===== src/design/lruwr_pkg.sv =====
// ----------------------------------------------------------------------------
// lruwr_pkg
// Shared types and constants for the true-LRU way replacement core.
// ----------------------------------------------------------------------------
package lruwr_pkg;

  localparam int WAYS    = 8;
  localparam int IDX_W   = $clog2(WAYS);
  localparam int AGE_W   = $clog2(WAYS);
  localparam int MASK_W  = 8;
  localparam int WAY_W   = 3;
  localparam int VWAY_W  = 4;
  localparam int RANK_W  = 3;
  localparam int IN_W    = 24;
  localparam int OUT_W   = 8;

  typedef enum logic {
    MODE_VICTIM = 1'b0,
    MODE_ACCESS = 1'b1
  } mode_t;

  typedef logic [AGE_W-1:0] age_t;
  typedef age_t [WAYS-1:0] age_vec_t;

  typedef struct packed {
    logic [RANK_W-1:0] previous_rank;
    logic              victim_found;
    logic [VWAY_W-1:0] victim_way;
  } res_t;

  // ways past the mask width count as valid and replaceable
  function automatic logic mask_bit(logic [MASK_W-1:0] m, int i);
    logic r;
    if (i >= MASK_W) begin
      r = 1'b1;
    end else begin
      r = m[i[$clog2(MASK_W)-1:0]];
    end
    return r;
  endfunction

endpackage


===== src/design/lruwr_select.sv =====
// ----------------------------------------------------------------------------
// lruwr_select
// Victim choice, recency update and rank lookup for one item.
// ----------------------------------------------------------------------------
module lruwr_select (
  input  lruwr_pkg::age_vec_t            ages,
  input  lruwr_pkg::mode_t               mode,
  input  logic [lruwr_pkg::WAY_W-1:0]    way,
  input  logic [lruwr_pkg::MASK_W-1:0]   valid_mask,
  input  logic [lruwr_pkg::MASK_W-1:0]   replaceable_mask,
  output lruwr_pkg::age_vec_t            ages_next,
  output lruwr_pkg::res_t                res
);

  logic                      found_inv;
  logic [lruwr_pkg::IDX_W-1:0] inv_idx;
  logic                      have_lru;
  logic [lruwr_pkg::IDX_W-1:0] lru_idx;
  lruwr_pkg::age_t           best;
  logic                      do_upd;
  logic                      way_ok;
  logic [lruwr_pkg::IDX_W-1:0] tgt;
  lruwr_pkg::age_t           old;

  always_comb begin
    found_inv = 1'b0;
    inv_idx   = '0;
    have_lru  = 1'b0;
    lru_idx   = '0;
    best      = '0;
    for (int i = 0; i < lruwr_pkg::WAYS; i++) begin
      if (!found_inv && !lruwr_pkg::mask_bit(valid_mask, i)) begin
        found_inv = 1'b1;
        inv_idx   = lruwr_pkg::IDX_W'(i);
      end
      if (lruwr_pkg::mask_bit(replaceable_mask, i) && (!have_lru || ages[i] > best)) begin
        have_lru = 1'b1;
        lru_idx  = lruwr_pkg::IDX_W'(i);
        best     = ages[i];
      end
    end

    way_ok = int'(way) < lruwr_pkg::WAYS;
    if (mode == lruwr_pkg::MODE_VICTIM) begin
      do_upd = found_inv || have_lru;
      tgt    = found_inv ? inv_idx : lru_idx;
    end else begin
      do_upd = way_ok;
      tgt    = lruwr_pkg::IDX_W'(way);
    end
    old = ages[tgt];

    for (int i = 0; i < lruwr_pkg::WAYS; i++) begin
      ages_next[i] = ages[i];
      if (do_upd) begin
        if (lruwr_pkg::IDX_W'(i) == tgt) begin
          ages_next[i] = '0;
        end else if (ages[i] < old) begin
          ages_next[i] = ages[i] + 1'b1;
        end
      end
    end

    res.victim_found  = (mode == lruwr_pkg::MODE_VICTIM) && do_upd;
    res.victim_way    = res.victim_found ? lruwr_pkg::VWAY_W'(tgt)
                                         : lruwr_pkg::VWAY_W'(lruwr_pkg::WAYS);
    res.previous_rank = (mode == lruwr_pkg::MODE_ACCESS && way_ok)
                        ? lruwr_pkg::RANK_W'(old) : '0;
  end

endmodule


===== src/design/lru_way_replacement_core.sv =====
// ----------------------------------------------------------------------------
// lru_way_replacement_core
// True-LRU recency order over the ways of one set: victim choice and hits.
// ----------------------------------------------------------------------------
//  channel | dir | tdata (low bit up)                           | tuser
//  s_*     | in  | way[2:0] valid_mask[7:0] replaceable_mask[7:0]| mode
//  m_*     | out | victim_way[3:0] victim_found previous_rank[2:0]| -
//
//  One item per cycle while m_tready is high: input register, decision logic, result register.
//  An item's result is valid once it moves into the result register and is
//  taken at a clock edge with m_tready high.
//  Recency ages update as the item moves into the result register, so the
//  next item always sees the order left by the previous one.
//  Reset restores the order way i = WAYS-1-i and empties both registers.
//  A stalled result holds the input register; s_tready stays high while the
//  input register is empty or moving on.
module lru_way_replacement_core (
  input  logic                          clk,
  input  logic                          rst,
  input  logic                          s_tvalid,
  output logic                          s_tready,
  input  logic [lruwr_pkg::IN_W-1:0]    s_tdata,   // way, valid_mask, replaceable_mask
  input  logic                          s_tuser,   // mode
  output logic                          m_tvalid,
  input  logic                          m_tready,
  output logic [lruwr_pkg::OUT_W-1:0]   m_tdata    // victim_way, victim_found, previous_rank
);

  logic                          in_full;
  lruwr_pkg::mode_t              in_mode;
  logic [lruwr_pkg::WAY_W-1:0]   in_way;
  logic [lruwr_pkg::MASK_W-1:0]  in_valid;
  logic [lruwr_pkg::MASK_W-1:0]  in_repl;
  lruwr_pkg::age_vec_t           ages;
  lruwr_pkg::age_vec_t           ages_next;
  lruwr_pkg::res_t               res;
  lruwr_pkg::res_t               out_res;
  logic                          out_full;
  logic                          advance;

  assign advance  = in_full && (!out_full || m_tready);
  assign s_tready = !in_full || advance;
  assign m_tvalid = out_full;
  assign m_tdata  = out_res;

  lruwr_select u_select (
    .ages             (ages),
    .mode             (in_mode),
    .way              (in_way),
    .valid_mask       (in_valid),
    .replaceable_mask (in_repl),
    .ages_next        (ages_next),
    .res              (res)
  );

  always_ff @(posedge clk) begin
    if (rst) begin
      in_full  <= 1'b0;
      out_full <= 1'b0;
      for (int i = 0; i < lruwr_pkg::WAYS; i++) begin
        ages[i] <= lruwr_pkg::AGE_W'(lruwr_pkg::WAYS - 1 - i);
      end
    end else begin
      if (s_tready) begin
        in_full <= s_tvalid;
      end
      if (advance) begin
        out_full <= 1'b1;
        ages     <= ages_next;
      end else if (m_tready) begin
        out_full <= 1'b0;
      end
    end
  end

  always_ff @(posedge clk) begin
    if (s_tvalid && s_tready) begin
      in_mode  <= lruwr_pkg::mode_t'(s_tuser);
      in_way   <= s_tdata[lruwr_pkg::WAY_W-1:0];
      in_valid <= s_tdata[lruwr_pkg::WAY_W +: lruwr_pkg::MASK_W];
      in_repl  <= s_tdata[lruwr_pkg::WAY_W + lruwr_pkg::MASK_W +: lruwr_pkg::MASK_W];
    end
    if (advance) begin
      out_res <= res;
    end
  end

endmodule


===== config.mk =====
export PLATFORM = sky130hd
export DESIGN_NAME = lru_way_replacement_core
export DESIGN_NICKNAME = d
export VERILOG_FILES = /design/src/design/lruwr_pkg.sv /design/src/design/lruwr_select.sv /design/src/design/lru_way_replacement_core.sv
export SDC_FILE = /design/constraint.sdc
export NUM_CORES = 1
export LEC_CHECK = 0
export ABC_AREA = 1
export BUFFER_PORTS_ARGS = -buffer_cell sky130_fd_sc_hd__buf_2
export CAP_MARGIN = 30
export CORE_MARGIN = 2
export CORE_UTILIZATION = 50
export DETAILED_ROUTE_END_ITERATION = 10
export MAX_ROUTING_LAYER = met4
export PLACE_DENSITY = 0.76
export RECOVER_POWER = 25
export SETUP_SLACK_MARGIN = 0.05
export SYNTH_ARGS = -nofsm -noshare
export SYNTH_HDL_FRONTEND = slang
export SYNTH_SLANG_ARGS = --single-unit

===== constraint.sdc =====
create_clock -name clk -period 17.2 [get_ports clk]
set_input_delay 1.72 -clock clk [delete_from_list [all_inputs] [get_ports clk]]
set_output_delay 1.72 -clock clk [all_outputs]
set_load 0.01 [all_outputs]

==> flow_summary.json <==
{
  "core-area_sq_mm": 0.007331,
  "postRouteAntennaNets": 0,
  "power.density_mw_per_mm2": 100.5,
  "numCtsBuffers": 5,
  "min_from": "ages[18]$_SDFFE_PP1P_",
  "clk_latency_ns": 0.32,
  "whs_path_depth": 2,
  "setup_viol": 0,
  "finalWirelength_mm": 8.262,
  "crit_family": "simple AND/OR/NAND/NOR gates",
  "grt_max_degree": 37,
  "drt_iter0_drc": 280,
  "yosysTopAreaCell": "edfxtp_1",
  "rr_endpoint": "ages[0]$_SDFFE_PP1P_",
  "crit_top_cell": "nand2_1",
  "yosys_warnings": 0,
  "n_antenna_cell": 0,
  "synthDistinctLibCells": 29,
  "slew_viol_final": 0,
  "vias_per_cell": 5.313,
  "status": "complete, no violations",
  "fin_crit_ns": 10.36,
  "slowest_stage": "edfxtp_1",
  "yosysTopAreaCellShare_pct": 21.92,
  "layout-drive-gt1-share_pct": 15.07,
  "drc": 0,
  "gr-total-overflow": 0,
  "crit_type": "register to register",
  "grt_antenna_before_repair": 0,
  "hold_end": "ages[18]$_SDFFE_PP1P_",
  "cts.sinks": 54,
  "arrival_ns": 10.56,
  "endpoint_kind": "register",
  "cpPeakStageDelay_ns": 0.49,
  "dieArea_sq_mm": 0.008386,
  "worstPathRequired_ns": 17.40,
  "rsz0062_at_grt": "no",
  "rows": 31,
  "cts_tree": "yes",
  "clockRootBuffer": "clkbuf_8",
  "start_kind": "register",
  "reg2reg_depth": 69,
  "netlist_area_sq_mm": 0.003835,
  "syn_nets": 580,
  "synth_seq_cells": 54,
  "io_pins": 39,
  "synthFlopType": "edfxtp_1",
  "synthArstFlopShare_pct": 0,
  "cts_max_level": 2,
  "synth_area_leaders": "edfxtp_1, nand2_1, ha_1",
  "worstMarginPinSlew_ns": 0.7792,
  "hold_viol": 0,
  "postCtsHoldBufs": 0,
  "synthCells": 506,
  "period_share_pct": 60.24,
  "firstDrtPassIters": 5,
  "areaGrowthSynthToFinish_pct": 9.821,
  "gp_congestion": 0.8559,
  "post_cts_buffers": 0,
  "timing.fmax_mhz": 96.52,
  "synth_edf_count": 28,
  "die_h_um": 91.58,
  "path_clk_slew_ns": 0.12,
  "port_buffers": 33,
  "min_path_type": "register to register",
  "clock_path_buffers": 2,
  "crit_fanout": 8,
  "relSlewSlack_pct": 47.50,
  "synth-seq-area-share_pct": 35.50,
  "cts_resized": 0,
  "grt_pass1_wl_mm": 14.28,
  "initial_core_util_pct": 52.31,
  "ir_drop_mv": 0.05238,
  "power_mw": 0.4231,
  "num_vias": 3416,
  "leakage_nw": 2.127,
  "grt_pass1_vias": 3253,
  "regToRegStartpoint": "in_repl[0]$_DFFE_PP_",
  "grtUsageTotal_pct": 21.28,
  "crit_buf_inv": 3,
  "tns_ns": 0,
  "wire_per_inst_um": 12.85,
  "nNetsFinal": 617,
  "reg2reg_slack_ns": 6.84,
  "avgSynthCellArea_sq_um": 7.579,
  "die_w_um": 91.58,
  "drv_cap": 0,
  "place_hpwl_mm": 6.377,
  "finalClockSkew_ns": 0.01443
}
-- cell type report --
type,instances,area [sq um]
fill,639,3119
multi-input combinational,393,2242
sequential,54,1361
inverter,53,198.9
timing repair buffer,36,187.7
tap,99,123.9
clock buffer,5,68.82
clock inverter,3,28.78
-- metal layers --
| metal | GRT usage, % | vias up | routed length (um) |
|---|---|---|---|
| li1 | - | 1758 | - |
| met1 | 26.81 | 1544 | 3903 |
| met3 | 2.905 | 14 | 328 |
| met5 | - | - | 0 |
| met4 | 5.556 | 0 | 110 |
| met2 | 35.97 | 100 | 3920 |
-- cells in the mapped netlist, drive strengths merged (4+ instances only) --
cell type / number
dfxtp: 26
xor2: 6
clkbuf: 4
nor2: 21
o21ai: 27
inv: 52
ha: 45
edfxtp: 28
nand4: 12
a21oi: 32
nand2: 190
nand3: 51
-- cell usage in the layout, fill, tap and decap left out, types with 14 or more instances in the layout --
cell type / n
nand2_1: 172
inv_1: 47
nand3_1: 46
ha_1: 45
buf_2: 33
a21oi_1: 29
edfxtp_1: 28
dfxtp_1: 26
o21ai_0: 25
nor2_1: 16
nand2_2: 14
-- cells by family (layout without fill, tap and decap cells) --
kind of cell,Yosys count,after routing,share of synthesized area [%]
AOI/OAI and AO/OA,63,63,8.809
xor gates and xnor gates,8,8,1.827
adders and majority gates,45,45,14.68
buffers and inverters,59,97,5.840
DFF,54,54,35.50
and+or+nand+nor,277,277,33.34
-- stage by stage --
step | cells | utilization, % | hold WS, ns | cell area, sq um | worst slack, ns
6_report | 643 | 57.45 | 0.5129 | 4212 | 6.839
3_3_place_gp | 635 | 56.22 | 0.4855 | 4121 | 7.332
5_1_grt | 643 | 57.45 | 0.5390 | 4212 | 5.479
4_1_cts | 643 | 57.55 | 0.5136 | 4219 | 6.982
2_1_floorplan | 506 | - | 0.4694 | 3835 | 8.485
3_5_place_dp | 635 | 56.22 | 0.4974 | 4121 | 7.020
-- worst register-to-register path, delay by kind of cell, from the launching register on --
family,cells,cell delay (ns)
flip-flops,1,0.49
AND/OR/NAND/NOR,39,3.68
adder cells (fa/ha/maj),8,2.61
AO/OA/AOI/OAI,19,3.03
buffers and inverters,3,0.46
-- sequential cells by signal, indices dropped and copies added (netlist names) --
name and flops:
m_tvalid 1, in_mode 1, in_full 1, in_way 3, ages 24, m_tdata 8, in_repl 8, in_valid 8
-- worst max path at each step --
stage | startpoint | end | slack, ns | cells past startpoint
finish | in_repl[0]$_DFFE_PP_ | ages[0]$_SDFFE_PP1P_ | 6.84 | 69
global route | in_repl[0]$_DFFE_PP_ | ages[13]$_SDFFE_PP1P_ | 5.48 | 71
CTS | in_repl[0]$_DFFE_PP_ | ages[6]$_SDFFE_PP1P_ | 6.98 | 69
detailed placement | in_repl[0]$_DFFE_PP_ | ages[8]$_SDFFE_PP1P_ | 7.02 | 67
global placement | in_repl[0]$_DFFE_PP_ | ages[18]$_SDFFE_PP1P_ | 7.33 | 67
floorplan | in_repl[0]$_DFFE_PP_ | ages[17]$_SDFFE_PP0P_ | 8.49 | 69
-- power by group --
group	switching, mW	internal, mW
sequential	0.0125	0.147
combinational	0.116	0.0693
clock	0.0476	0.0306
total	0.177	0.247
Power figures use the tool's default switching activity.
